--- src/rtl/core/rotor_speed_supply_report_defines.svh ---
// Assertion macros for the rotor speed and supply report RTL.
// Included by modules that carry concurrent checks; needs clk and arst_n in scope.
`ifndef ROTOR_SPEED_SUPPLY_REPORT_DEFINES_SVH
`define ROTOR_SPEED_SUPPLY_REPORT_DEFINES_SVH

// same-cycle implication, disabled during reset
`define RSSR_ASSERT_NOW(label, ante, cons, msg) \
	label: assert property (@(posedge clk) disable iff (!arst_n) (ante) |-> (cons)) \
		else $error(msg);

// next-cycle implication, disabled during reset
`define RSSR_ASSERT_NEXT(label, ante, cons, msg) \
	label: assert property (@(posedge clk) disable iff (!arst_n) (ante) |=> (cons)) \
		else $error(msg);

`endif

--- src/rtl/core/rssr_pkg.sv ---
// Package for the rotor speed and supply report block: widths, constants,
// controller/datapath command and status structs. No dependencies.
`default_nettype none

package rssr_pkg;

	localparam int NUM_PERIODS = 5;
	localparam int IDX_W       = 3;
	localparam int QUO_W       = 25;   // 24000000 fits in 25 bits
	localparam int CNT_W       = 5;

	localparam logic [QUO_W-1:0] TICK_HZ    = 25'd24000000;
	localparam logic [CNT_W-1:0] DIV_LAST   = 5'd24;      // QUO_W steps, counted from zero
	localparam logic [IDX_W-1:0] LAST_IDX   = 3'd4;
	localparam logic [14:0]      FREQ_MAX   = 15'd32767;
	localparam logic [18:0]      GEAR_NUM   = 19'd11;     // 22/56 reduced to 11/28
	localparam logic [34:0]      RECIP7     = 35'd149797; // ceil(2^20/7)
	localparam logic [31:0]      RECIP5     = 32'd52429;  // ceil(2^18/5)
	localparam logic [17:0]      SUPPLY_MUL = 18'd125;
	localparam logic [24:0]      TEMP_MUL   = 25'd4300;

	localparam logic [7:0]  RST_INTERVAL  = 8'd1;
	localparam logic [13:0] RST_LIMIT     = 14'd500;
	localparam logic [12:0] RST_THRESHOLD = 13'd3200;

	typedef enum logic [1:0] {
		REG_INTERVAL  = 2'd0,
		REG_LIMIT     = 2'd1,
		REG_THRESHOLD = 2'd2
	} reg_idx_t;

	typedef struct packed {
		logic             capture;
		logic             div_start;
		logic             scale;
		logic             accum;
		logic             mean;
		logic             load_out;
		logic [IDX_W-1:0] idx;
	} cmd_t;

	typedef struct packed {
		logic div_done;
	} status_t;

endpackage

`default_nettype wire

--- src/rtl/core/rssr_div.sv ---
// Radix-2 restoring divider: TICK_HZ / divisor, one quotient bit per cycle.
// Depends on rssr_pkg.
`default_nettype none

module rssr_div (
	input  wire logic                       clk,
	input  wire logic                       arst_n,
	input  wire logic                       start,
	input  wire logic [31:0]                divisor,
	output logic      [rssr_pkg::QUO_W-1:0] quotient,
	output logic                            done
);
	import rssr_pkg::*;

	logic [31:0]      rem_q;
	logic [31:0]      dsr_q;
	logic [QUO_W-1:0] dvd_q;
	logic [CNT_W-1:0] cnt_q;
	logic             busy_q;
	logic             done_q;

	logic [32:0] trial;
	logic [32:0] diff;
	logic        ge;

	assign trial = {rem_q, dvd_q[QUO_W-1]};
	assign diff  = trial - {1'b0, dsr_q};
	assign ge    = trial >= {1'b0, dsr_q};

	always_ff @(posedge clk or negedge arst_n) begin
		if (!arst_n) begin
			busy_q <= 1'b0;
			done_q <= 1'b0;
			cnt_q  <= '0;
		end else begin
			done_q <= busy_q && !start && (cnt_q == DIV_LAST);
			if (start) begin
				busy_q <= 1'b1;
				cnt_q  <= '0;
			end else if (busy_q) begin
				cnt_q <= cnt_q + 1'b1;
				if (cnt_q == DIV_LAST)
					busy_q <= 1'b0;
			end
		end
	end

	// dividend bits shift out the top while quotient bits shift in the bottom
	always_ff @(posedge clk) begin
		if (start) begin
			dsr_q <= divisor;
			dvd_q <= TICK_HZ;
			rem_q <= '0;
		end else if (busy_q) begin
			rem_q <= ge ? diff[31:0] : trial[31:0];
			dvd_q <= {dvd_q[QUO_W-2:0], ge};
		end
	end

	assign quotient = dvd_q;
	assign done     = done_q;

endmodule

`default_nettype wire

--- src/rtl/core/rssr_dp.sv ---
// Datapath: input capture, supply/temperature scaling, per-period speed,
// sum, gradient, mean and output registers. Depends on rssr_pkg, rssr_div.
`default_nettype none

module rssr_dp (
	input  wire logic                 clk,
	input  wire logic                 arst_n,
	input  wire rssr_pkg::cmd_t       cmd,
	output rssr_pkg::status_t         status,
	input  wire logic [13:0]          speed_limit,
	input  wire logic [12:0]          supply_threshold_mv,
	input  wire logic [10:0]          battery_raw,
	input  wire logic [11:0]          temp_code,
	input  wire logic [31:0]          period_a,
	input  wire logic [31:0]          period_b,
	input  wire logic [31:0]          period_c,
	input  wire logic [31:0]          period_d,
	input  wire logic [31:0]          period_e,
	output logic      [12:0]          supply_mv,
	output logic      [12:0]          temp_mv,
	output logic      [13:0]          speed_mean,
	output logic signed [16:0]        speed_gradient,
	output logic                      overspeed,
	output logic                      period_fault
);
	import rssr_pkg::*;

	logic [31:0]        per_q [NUM_PERIODS];
	logic [12:0]        supply_q;
	logic [12:0]        temp_q;
	logic [16:0]        x_q;
	logic [15:0]        sum_q;
	logic signed [16:0] grad_q;
	logic               fault_q;
	logic [13:0]        mean_q;

	logic [17:0]      supply_prod;
	logic [24:0]      temp_prod;
	logic [31:0]      cur_per;
	logic [QUO_W-1:0] quo;
	logic             div_done;
	logic             per_zero;
	logic [14:0]      f_sat;
	logic [18:0]      gear_prod;
	logic [34:0]      w_prod;
	logic [13:0]      w;
	logic signed [16:0] w_s;
	logic signed [16:0] grad_term;
	logic [31:0]      mean_prod;

	assign supply_prod = 18'(battery_raw) * SUPPLY_MUL;
	assign temp_prod   = 25'(temp_code) * TEMP_MUL;

	assign cur_per = per_q[cmd.idx];

	rssr_div u_div (
		.clk      (clk),
		.arst_n   (arst_n),
		.start    (cmd.div_start),
		.divisor  (cur_per),
		.quotient (quo),
		.done     (div_done)
	);

	assign status.div_done = div_done;

	// zero period reads as frequency 0; fast shafts clamp at FREQ_MAX
	assign per_zero  = cur_per == '0;
	assign f_sat     = per_zero ? '0 : ((quo > QUO_W'(FREQ_MAX)) ? FREQ_MAX : quo[14:0]);
	assign gear_prod = 19'(f_sat) * GEAR_NUM;

	// floor(x/7) by reciprocal, exact for x below 2^17
	assign w_prod    = 35'(x_q) * RECIP7;
	assign w         = w_prod[33:20];
	assign w_s       = signed'(17'(w));

	always_comb begin
		case (cmd.idx)
			3'd0:    grad_term = -(w_s <<< 1);
			3'd1:    grad_term = -w_s;
			3'd3:    grad_term = w_s;
			3'd4:    grad_term = w_s <<< 1;
			default: grad_term = '0;
		endcase
	end

	assign mean_prod = 32'(sum_q) * RECIP5;

	always_ff @(posedge clk) begin
		if (cmd.capture) begin
			per_q[0] <= period_a;
			per_q[1] <= period_b;
			per_q[2] <= period_c;
			per_q[3] <= period_d;
			per_q[4] <= period_e;
			supply_q <= supply_prod[17:5];
			temp_q   <= temp_prod[24:12];
			sum_q    <= '0;
			grad_q   <= '0;
			fault_q  <= 1'b0;
		end
		if (cmd.scale) begin
			x_q <= gear_prod[18:2];
			if (per_zero)
				fault_q <= 1'b1;
		end
		if (cmd.accum) begin
			sum_q  <= sum_q + 16'(w);
			grad_q <= grad_q + grad_term;
		end
		if (cmd.mean)
			mean_q <= mean_prod[31:18];
		if (cmd.load_out) begin
			supply_mv      <= supply_q;
			temp_mv        <= temp_q;
			speed_mean     <= mean_q;
			speed_gradient <= grad_q;
			overspeed      <= (mean_q >= speed_limit) && (supply_q > supply_threshold_mv);
			period_fault   <= fault_q;
		end
	end

endmodule

`default_nettype wire

--- src/rtl/core/rssr_ctrl.sv ---
// Controller: alert counter, input/output handshake and the sequence that
// steps the datapath through five periods. Depends on rssr_pkg and the defines header.
`default_nettype none
`include "rotor_speed_supply_report_defines.svh"

module rssr_ctrl (
	input  wire logic              clk,
	input  wire logic              arst_n,
	input  wire logic              in_valid,
	output logic                   in_stall,
	output logic                   out_valid,
	input  wire logic              out_stall,
	input  wire logic [7:0]        report_interval,
	input  wire rssr_pkg::status_t status,
	output rssr_pkg::cmd_t         cmd
);
	import rssr_pkg::*;

	typedef enum logic [2:0] {
		S_IDLE,
		S_START,
		S_WAIT,
		S_SCALE,
		S_ACCUM,
		S_MEAN,
		S_OUT
	} state_t;

	state_t           state_q;
	logic [IDX_W-1:0] idx_q;
	logic [7:0]       alert_q;
	logic             out_valid_q;

	logic [7:0] alert_inc;
	logic       hit;
	logic       in_xfer;
	logic       out_free;

	// counter climbs no higher than the interval; a count already above it holds
	assign alert_inc = (alert_q < report_interval) ? 8'(alert_q + 1'b1) : alert_q;
	assign hit       = alert_inc == report_interval;
	assign in_stall  = state_q != S_IDLE;
	assign in_xfer   = in_valid && !in_stall;
	assign out_free  = !out_valid_q || !out_stall;
	assign out_valid = out_valid_q;

	always_comb begin
		cmd           = '0;
		cmd.idx       = idx_q;
		cmd.capture   = in_xfer && hit;
		cmd.div_start = state_q == S_START;
		cmd.scale     = state_q == S_SCALE;
		cmd.accum     = state_q == S_ACCUM;
		cmd.mean      = state_q == S_MEAN;
		cmd.load_out  = (state_q == S_OUT) && out_free;
	end

	always_ff @(posedge clk or negedge arst_n) begin
		if (!arst_n) begin
			state_q     <= S_IDLE;
			idx_q       <= '0;
			alert_q     <= '0;
			out_valid_q <= 1'b0;
		end else begin
			if (out_valid_q && !out_stall && !cmd.load_out)
				out_valid_q <= 1'b0;
			case (state_q)
				S_IDLE: begin
					if (in_xfer) begin
						alert_q <= hit ? '0 : alert_inc;
						if (hit) begin
							idx_q   <= '0;
							state_q <= S_START;
						end
					end
				end
				S_START: state_q <= S_WAIT;
				S_WAIT: begin
					if (status.div_done)
						state_q <= S_SCALE;
				end
				S_SCALE: state_q <= S_ACCUM;
				S_ACCUM: begin
					if (idx_q == LAST_IDX) begin
						state_q <= S_MEAN;
					end else begin
						idx_q   <= idx_q + 1'b1;
						state_q <= S_START;
					end
				end
				S_MEAN: state_q <= S_OUT;
				S_OUT: begin
					if (out_free) begin
						out_valid_q <= 1'b1;
						state_q     <= S_IDLE;
					end
				end
				default: state_q <= S_IDLE;
			endcase
		end
	end

	`RSSR_ASSERT_NOW(a_load_no_overwrite, cmd.load_out, !(out_valid_q && out_stall), "report overwrote a held result")
	`RSSR_ASSERT_NOW(a_done_in_wait, status.div_done, state_q == S_WAIT, "divider finished outside wait state")
	`RSSR_ASSERT_NOW(a_idx_range, state_q != S_IDLE, idx_q <= LAST_IDX, "period index out of range")
	`RSSR_ASSERT_NEXT(a_capture_starts, cmd.capture, state_q == S_START && idx_q == '0, "capture did not start the first division")

endmodule

`default_nettype wire

--- src/rtl/core/rotor_speed_supply_report.sv ---
// Rotor speed and supply report. An alert that does not complete the report
// interval is taken while the block is idle and gives no result. A reporting
// alert steps through five periods, each a division start, a radix-2 division
// in one shared divider, scaling and accumulation; then mean and output load.
// The next alert is taken once the report is in the output register.
// Reset (arst_n low, asynchronous): counter cleared, registers to 1/500/3200.
`default_nettype none

module rotor_speed_supply_report (
	input  wire logic        clk,
	input  wire logic        arst_n,
	input  wire logic        cfg_we,
	input  wire logic [1:0]  cfg_index,
	input  wire logic [13:0] cfg_data,
	input  wire logic        in_valid,
	output logic             in_stall,
	input  wire logic [10:0] battery_raw,
	input  wire logic [11:0] temp_code,
	input  wire logic [31:0] period_a,
	input  wire logic [31:0] period_b,
	input  wire logic [31:0] period_c,
	input  wire logic [31:0] period_d,
	input  wire logic [31:0] period_e,
	output logic             out_valid,
	input  wire logic        out_stall,
	output logic [12:0]      supply_mv,
	output logic [12:0]      temp_mv,
	output logic [13:0]      speed_mean,
	output logic signed [16:0] speed_gradient,
	output logic             overspeed,
	output logic             period_fault
);
	import rssr_pkg::*;

	logic [7:0]  interval_q;
	logic [13:0] limit_q;
	logic [12:0] threshold_q;

	cmd_t    cmd;
	status_t status;

	// index 3 is not a register and is dropped
	always_ff @(posedge clk or negedge arst_n) begin
		if (!arst_n) begin
			interval_q  <= RST_INTERVAL;
			limit_q     <= RST_LIMIT;
			threshold_q <= RST_THRESHOLD;
		end else if (cfg_we) begin
			case (cfg_index)
				REG_INTERVAL:  interval_q  <= cfg_data[7:0];
				REG_LIMIT:     limit_q     <= cfg_data;
				REG_THRESHOLD: threshold_q <= cfg_data[12:0];
				default: ;
			endcase
		end
	end

	rssr_ctrl u_ctrl (
		.clk             (clk),
		.arst_n          (arst_n),
		.in_valid        (in_valid),
		.in_stall        (in_stall),
		.out_valid       (out_valid),
		.out_stall       (out_stall),
		.report_interval (interval_q),
		.status          (status),
		.cmd             (cmd)
	);

	rssr_dp u_dp (
		.clk                 (clk),
		.arst_n              (arst_n),
		.cmd                 (cmd),
		.status              (status),
		.speed_limit         (limit_q),
		.supply_threshold_mv (threshold_q),
		.battery_raw         (battery_raw),
		.temp_code           (temp_code),
		.period_a            (period_a),
		.period_b            (period_b),
		.period_c            (period_c),
		.period_d            (period_d),
		.period_e            (period_e),
		.supply_mv           (supply_mv),
		.temp_mv             (temp_mv),
		.speed_mean          (speed_mean),
		.speed_gradient      (speed_gradient),
		.overspeed           (overspeed),
		.period_fault        (period_fault)
	);

endmodule

`default_nettype wire

--- config.mk ---
export PLATFORM = sky130hd
export DESIGN_NAME = rotor_speed_supply_report
export DESIGN_NICKNAME = d
export VERILOG_FILES = /design/src/rtl/core/rssr_pkg.sv /design/src/rtl/core/rssr_div.sv /design/src/rtl/core/rssr_dp.sv /design/src/rtl/core/rssr_ctrl.sv /design/src/rtl/core/rotor_speed_supply_report.sv
export VERILOG_INCLUDE_DIRS = /design/src /design/src/rtl/core
export SDC_FILE = /design/constraint.sdc
export NUM_CORES = 1
export LEC_CHECK = 0
export ABC_AREA = 1
export BUFFER_PORTS_ARGS = -buffer_cell sky130_fd_sc_hd__buf_4
export CORE_MARGIN = 2
export CORE_UTILIZATION = 40
export DETAILED_ROUTE_END_ITERATION = 16
export SETUP_SLACK_MARGIN = 0.15
export SLEW_MARGIN = 20
export SYNTH_ARGS = -nofsm -noshare
export SYNTH_HDL_FRONTEND = slang
export SYNTH_SLANG_ARGS = --single-unit
--- constraint.sdc ---
create_clock -name clk -period 8.2 [get_ports clk]
set_clock_uncertainty 0.05 [all_clocks]
set_input_delay 0.82 -clock clk [delete_from_list [all_inputs] [get_ports clk]]
set_output_delay 0.82 -clock clk [all_outputs]
set_load 0.02 [all_outputs]
==> impl_metrics.csv, run 1 <==
group,metric,value,unit
run_status,status,"completed",
sta,slew_viol_final,0,
worst_setup_path,slowest_delay,510,ps
cells_and_area,final_nets,4965,
floorplanning,die_w,300,µm
grt,grt_pass1_vias,25400,
worst_setup_path,crit_buf_inv,6,
clock_tree,cts_buffer_depth,3,
synthesis,synth_compound_area_frac,0.103,
detailed_routing,firstDrtPassIters,5,
worst_setup_path,critPathCaptureType,"flip-flop",
synthesis,ys_warn_count,0,
cells_and_area,diodes,0,
sta,fin_crit,7430,ps
synthesis,synth_area,0.0350,mm²
floorplanning,rows,108,
detailed_routing,drc,0,
power,p_leak,19.1,nW
worst_setup_path,crit_slowest_cell,"fa_1",
grt,grt_antenna_before_repair,2,
floorplanning,die_y,300,µm
detailed_routing,antenna_left,0,
floorplanning,core,0.0868,mm²
cells_and_area,drive_gt1_frac,0.107,
sta,worstMarginPinSlew,1050,ps
synthesis,yosysSeqAreaShare,0.367,
worst_setup_path,worstPathRequired,8520,ps
synthesis,synth_top_family_by_area,"adder cells",
clock_tree,cts_tree,"done",
cells_and_area,areaGrowthSynthToFinish,15.2,%
synthesis,yosys.area_share.adder,0.283,
clock_tree,htreeDepth,2,
clock_tree,cts.sinks,456,
detailed_routing,drtIter0Drc,1429,
clock_tree,clk_latency,650,ps
sta,hold_violations,0,
synthesis,synthArstFlopShare,0.125,
clock_tree,ctsHoldBuffers,0,
grt,grt_first_pass_wirelength,135000,µm
job,maxCapViolations,0,
placed_design,dp_hpwl,67200,µm
clock_tree,cts_root_buffer,"clkbuf_16",
cells_and_area,fill_cells,8358,
worst_setup_path,worstPathMaxFanout,5,
grt,grt.overflow.total,0,
synthesis,synth_simple_gate_area_frac,0.138,
synthesis,syn-instance-count,3812,
placed_design,pre_cts_slack,781,ps
synthesis,ys_ff_latch,456,
synthesis,yosys.area.top_type_share,0.293,
detailed_routing,vias_per_cell,4.90,
floorplanning,start_util,0.403,
detailed_routing,wl_per_cell,15.9,µm
synthesis,synth_fp_nets,4690,
synthesis,synth_enable_flop_cells,341,
sta,setup_tns,0,ps
worst_setup_path,criticalPathCategory,"flip-flop to flip-flop",
sta,post-route-period-util,0.906,
clock_tree,cts_made_buffers,53,
cells_and_area,final_common_cell,"inv_1",
detailed_routing,num_vias,25900,
cells_and_area,final_cell_mix,"inv_1, nand2_1, ha_1",
synthesis,yosys_most_used_dff,"edfxtp_1",
worst_setup_path,start_kind,"flip-flop",
synthesis,yosysUniqueCellTypes,63,
sta,fin_ws,770,ps
floorplanning,io_pins,265,
grt,track_usage,0.186,
clock_tree,clk_pin_slew,60,ps
synthesis,avgSynthCellArea,9.18,µm²
power,peakVddDrop,0.339,mV
synthesis,netlist.top_cell.by_area,"edfxtp_1",
synthesis,synth_area_leaders,"edfxtp_1, ha_1, fa_1",
grt,grt_max_degree,142,
synthesis,synth-xor-area-share,0.0248,
power,power_density,317,mW/mm²
placed_design,portBuffers,264,
floorplanning,floorplan.die_area,0.0899,mm²
worst_setup_path,cpMostUsedCell,"nand2_1",
synthesis,synthMuxAreaShare,0,
worst_setup_path,cp_data_arrival_time,7750,ps
worst_setup_path,cpLargestDelayFamily,"adder cells",
sta,fmax,135,MHz
placed_design,place.gp.congestion,0.914,
worst_setup_path,timing.rr.start,"u_dp.x_q[14]",
sta,slew_headroom,0.303,
worst_hold_path,worst_hold_path_type,"input port to async pin",
sta,rsz0062_at_grt,"no",
worst_setup_path,crit_start,"u_dp.x_q[14]",
detailed_routing,routed_wl,84000,µm
sta,setup_viol,0,
-- cell families after synthesis --
family	Yosys count
buffers and inverters	783
adder cells (fa/ha/maj)	674
XOR/XNOR	99
AO/OA/AOI/OAI	637
flip-flops	456
AND/OR/NAND/NOR	1163
-- power by group --
group / switching (W) / total, W / internal [W] / leakage, nW
registers: 0.000197 / 0.00324 / 0.00304 / 4.19
logic: 0.00430 / 0.00685 / 0.00255 / 14.0
clock network: 0.00104 / 0.00268 / 0.00165 / 0.937
total: 0.00554 / 0.0128 / 0.00724 / 19.1
-- synth_stat cells, types with 12 or more instances --
cell,n
nand2_2,15
buf_2,16
o21bai_1,16
a31oi_1,44
nor2_1,345
clkbuf_1,34
nor3_1,22
a22oi_1,24
xnor2_1,42
inv_1,714
fa_1,197
o211ai_1,13
o21a_1,12
dfrtp_1,47
nor4_1,16
nand2_1,611
nand3_1,88
o21ai_0,233
a21oi_1,223
edfxtp_1,341
xor2_1,57
nand4_1,27
dfxtp_1,58
ha_1,477
-- routing by layer --
layer	wire, µm	GRT usage
met5	33	0
met4	1010	0.0312
met3	3510	0.0253
met2	40700	0.320
met1	38800	0.253
-- flip-flops by register name, summed over array words and instances (netlist names), 16 cells and up --
signal               flops
u_dp.grad_q             17
u_dp.per_q             160
u_dp.x_q                17
u_dp.sum_q              16
u_dp.speed_gradient     17
u_dp.u_div.rem_q        32
u_dp.u_div.dsr_q        32
u_dp.u_div.quotient     25
-- through the flow --
stage / cell area (µm²) / util / std cells / hold WS, ps / total power [W]
5_1_grt: 40300 / 0.465 / 5286 / 252 / 0.0140
6_report: 40300 / 0.465 / 5286 / 205 / 0.0128
3_3_place_gp: 38300 / 0.442 / 5187 / 351 / 0.0100
3_5_place_dp: 38300 / 0.442 / 5187 / 355 / 0.0101
2_1_floorplan: 35000 / - / 3812 / 350 / 0.00840
4_1_cts: 40300 / 0.465 / 5286 / 210 / 0.0129
-- final cells by class --
class,count,area (µm²),share of cell area
clock buffers,59,1350,0.0334
clock inverters,40,653,0.0162
inverters,725,2730,0.0677
multi-input cells,2573,19200,0.477
flip-flops and latches,456,12800,0.318
well taps,1155,1450,0.0358
repair buffers,278,2090,0.0517
-- repair_timing --
action                                  in CTS  in global routing
endpoints found under the setup margin       0                  2
setup buffers                                0                  0
hold endpoints to repair                     0                  0
resized for setup                            0                  2
-- path summary, 6_finish.rpt --
| path | endpoint | slack (ps) | cells after the start |
|---|---|---|---|
| max | u_dp.grad_q[12] | 770 | 39 |
| min | threshold_q[12] | 200 | 1 |
| max reg2reg | u_dp.grad_q[12] | 770 | 39 |
| min reg2reg | u_dp.temp_mv[0] | 370 | 0 |
| max in group asynchronous | u_ctrl.idx_q[0] | 7330 | 1 |
| min in group clk | u_dp.per_q[4][13] | 300 | 1 |
No activity file was read; power rests on OpenSTA's default activity.
==> inputs of run 2 (changes only) <==
SYNTH_HIERARCHICAL = 1   (was not set)
==> run 2 against run 1 <==
Net effect: synthesized cell count is 6.8% higher; critical path depth shrank 3; sequential cell count is the same.
==> impl_metrics.csv, run 2 <==
group,metric,value,unit
synthesis,synth_compound_area_frac,0.0721,
worst_setup_path,slowest_delay,510,ps
sta,slew_viol_final,0,
worst_setup_path,regToRegSetupSlack,910,ps
synthesis,yosys_most_used_dff,"edfxtp_1",
worst_setup_path,start_kind,"flip-flop",
synthesis,synth_fp_nets,4947,
sta,post-route-period-util,0.889,
worst_hold_path,worst_hold_path_type,"input port to async pin",
synthesis,synth_simple_gate_area_frac,0.186,
cells_and_area,top_regs,"u_dp/per_q x160, u_dp/u_div/dsr_q x32, u_dp/u_div/rem_q x32",
job,maxCapViolations,0,
synthesis,synth_enable_flop_cells,341,
clock_tree,cts_buffer_depth,3,
cells_and_area,drive_gt1_frac,0.111,
synthesis,yosysUniqueCellTypes,57,
worst_setup_path,worstPathRequired,8510,ps
cells_and_area,final_common_cell,"nand2_1",
grt,grt_pass1_vias,27000,
sta,worstMarginPinSlew,1050,ps
synthesis,ys_warn_count,6,
cells_and_area,fill_cells,8789,
clock_tree,cts.sinks,456,
floorplanning,core,0.0900,mm²
worst_setup_path,critPathCaptureType,"flip-flop",
worst_setup_path,criticalPathCategory,"flip-flop to flip-flop",
grt,grt.overflow.total,0,
detailed_routing,drc,0,
synthesis,synth_commonest_cells,"nand2_1, inv_1, ha_1, edfxtp_1, fa_1",
synthesis,synth_top_family_by_area,"adder cells",
synthesis,yosys.area.top_type_share,0.282,
synthesis,netlist.top_cell.by_area,"edfxtp_1",
sta,slew_headroom,0.295,
worst_setup_path,cp_data_arrival_time,7610,ps
detailed_routing,num_vias,27400,
synthesis,synth_most_common_cell,"nand2_1",
clock_tree,post-cts-setup-buffers,0,
sta,setup_tns,0,ps
sta,fin_crit,7290,ps
grt,track_usage,0.200,
clock_tree,clk_latency,640,ps
synthesis,syn-instance-count,4070,
detailed_routing,vias_per_cell,4.91,
cells_and_area,final_cell_mix,"nand2_1, inv_1, ha_1",
worst_setup_path,worstPathMaxFanout,6,
worst_setup_path,r2r-end,"u_dp/grad_q[14]",
synthesis,synth_area,0.0363,mm²
grt,grt_antenna_before_repair,3,
cells_and_area,regMostFlops,"u_dp/per_q",
run_status,status,"completed",
detailed_routing,routed_wl,93000,µm
floorplanning,start_util,0.403,
sta,rsz0062_at_grt,"no",
synthesis,synthArstFlopShare,0.125,
synthesis,synth_area_leaders,"edfxtp_1, ha_1, fa_1",
detailed_routing,antenna_left,0,
synthesis,yosys.area_share.adder,0.273,
worst_setup_path,crit_start,"u_dp/x_q[14]",
placed_design,portBuffers,264,
cells_and_area,areaGrowthSynthToFinish,14.5,%
clock_tree,cts_made_buffers,55,
detailed_routing,wl_per_cell,16.7,µm
floorplanning,rows,110,
synthesis,synthMuxAreaShare,0,
detailed_routing,drtIter0Drc,1711,
sta,fmax,137,MHz
sta,setup_viol,0,
floorplanning,die_y,305,µm
worst_setup_path,r2r_cells,36,
worst_setup_path,cpMostUsedCell,"nand2_1",
cells_and_area,final_nets,5231,
clock_tree,clk_pin_slew,60,ps
sta,hold_violations,0,
clock_tree,cts_root_buffer,"clkbuf_16",
clock_tree,htreeDepth,2,
grt,grt_first_pass_wirelength,147000,µm
placed_design,dp_hpwl,73600,µm
cells_and_area,largest_reg_flops,160,
floorplanning,floorplan.die_area,0.0931,mm²
placed_design,place.gp.congestion,0.902,
synthesis,avgSynthCellArea,8.92,µm²
floorplanning,io_pins,265,
clock_tree,cts_tree,"done",
synthesis,synth-xor-area-share,0.0203,
detailed_routing,firstDrtPassIters,7,
synthesis,ys_ff_latch,456,
grt,grt_max_degree,113,
synthesis,yosysSeqAreaShare,0.354,
floorplanning,die_w,305,µm
worst_setup_path,crit_slowest_cell,"fa_1",
worst_setup_path,timing.rr.start,"u_dp/x_q[14]",
run 2: cell count changes after synthesis, moves of 22 or more:
| cell | before | now |
|---|---|---|
| a22oi_1 | 24 | 74 |
| nor2_1 | 345 | 192 |
| nand2_1 | 611 | 954 |
| inv_1 | 714 | 806 |
| a31oi_1 | 44 | 22 |
| o21ai_0 | 233 | 78 |
| nand4_1 | 27 | 64 |
| nand3_1 | 88 | 175 |
| nand3b_1 | 7 | 34 |
| a21oi_1 | 223 | 166 |
run 2: worst max path at each step:
stage                       to  slack [ps]
6_report       u_dp/grad_q[14]         910
5_1_grt        u_dp/grad_q[14]         250
4_1_cts        u_dp/grad_q[14]         780
3_5_place_dp   u_dp/grad_q[14]         850
3_3_place_gp   u_dp/grad_q[14]         900
2_1_floorplan   u_dp/grad_q[0]        1400
run 2: metal layers:
layer / part of all wire / vias to the layer above / GRT usage
met5: 0.00028 / - / 0
met4: 0.020 / 4 / 0.0454
met3: 0.051 / 109 / 0.0338
met2: 0.47 / 547 / 0.332
met1: 0.46 / 12900 / 0.273
li1: - / 13900 / -
run 2: timing repair:
| item | 4_1_cts | 5_1_grt |
|---|---|---|
| hold buffers | 0 | 0 |
| resized for setup | 0 | 1 |
| endpoints found under the setup margin | 0 | 1 |
run 2: final cells by class:
cell class	count	area [µm²]	area share
flip-flops and latches	456	12800	0.309
inverters	824	3100	0.0746
clock inverters	40	529	0.0127
repair buffers	284	2130	0.0513
clock buffers	63	1410	0.0339
multi-input cells	2733	20100	0.483
well taps	1176	1470	0.0354
diodes	2	5.00	0.000120
run 2: stage by stage:
step / hold WS [ps] / cell area [µm²] / utilization / std cells / setup slack, ps
after floorplan: 350 / 36300 / - / 4070 / 1400
after global placement: 351 / 39600 / 0.440 / 5473 / 898
after detailed placement: 357 / 39600 / 0.440 / 5473 / 848
after CTS: 206 / 41500 / 0.461 / 5576 / 781
after global routing: 243 / 41500 / 0.461 / 5577 / 254
final: 202 / 41500 / 0.462 / 5578 / 908
run 2: logic make-up after synthesis:
kind of cell,after synthesis
AO/OA/AOI/OAI,436
flip-flops,456
XOR/XNOR,84
buffers and inverters,881
adder cells (fa/ha/maj),673
AND/OR/NAND/NOR,1540
run 2: worst max-delay path, delay by kind of cell (launching register included):
kind / cells / cell delay [ps]
compound gates: 5 / 860
xor+xnor: 1 / 190
fa+ha+maj: 9 / 3590
buf+inv: 5 / 340
flops: 1 / 460
simple gates: 16 / 1520
Power of run 2 is left out: the tool's default activity adds up to more than one toggle a clock period on the data nets, which glitch-free logic cannot reach.
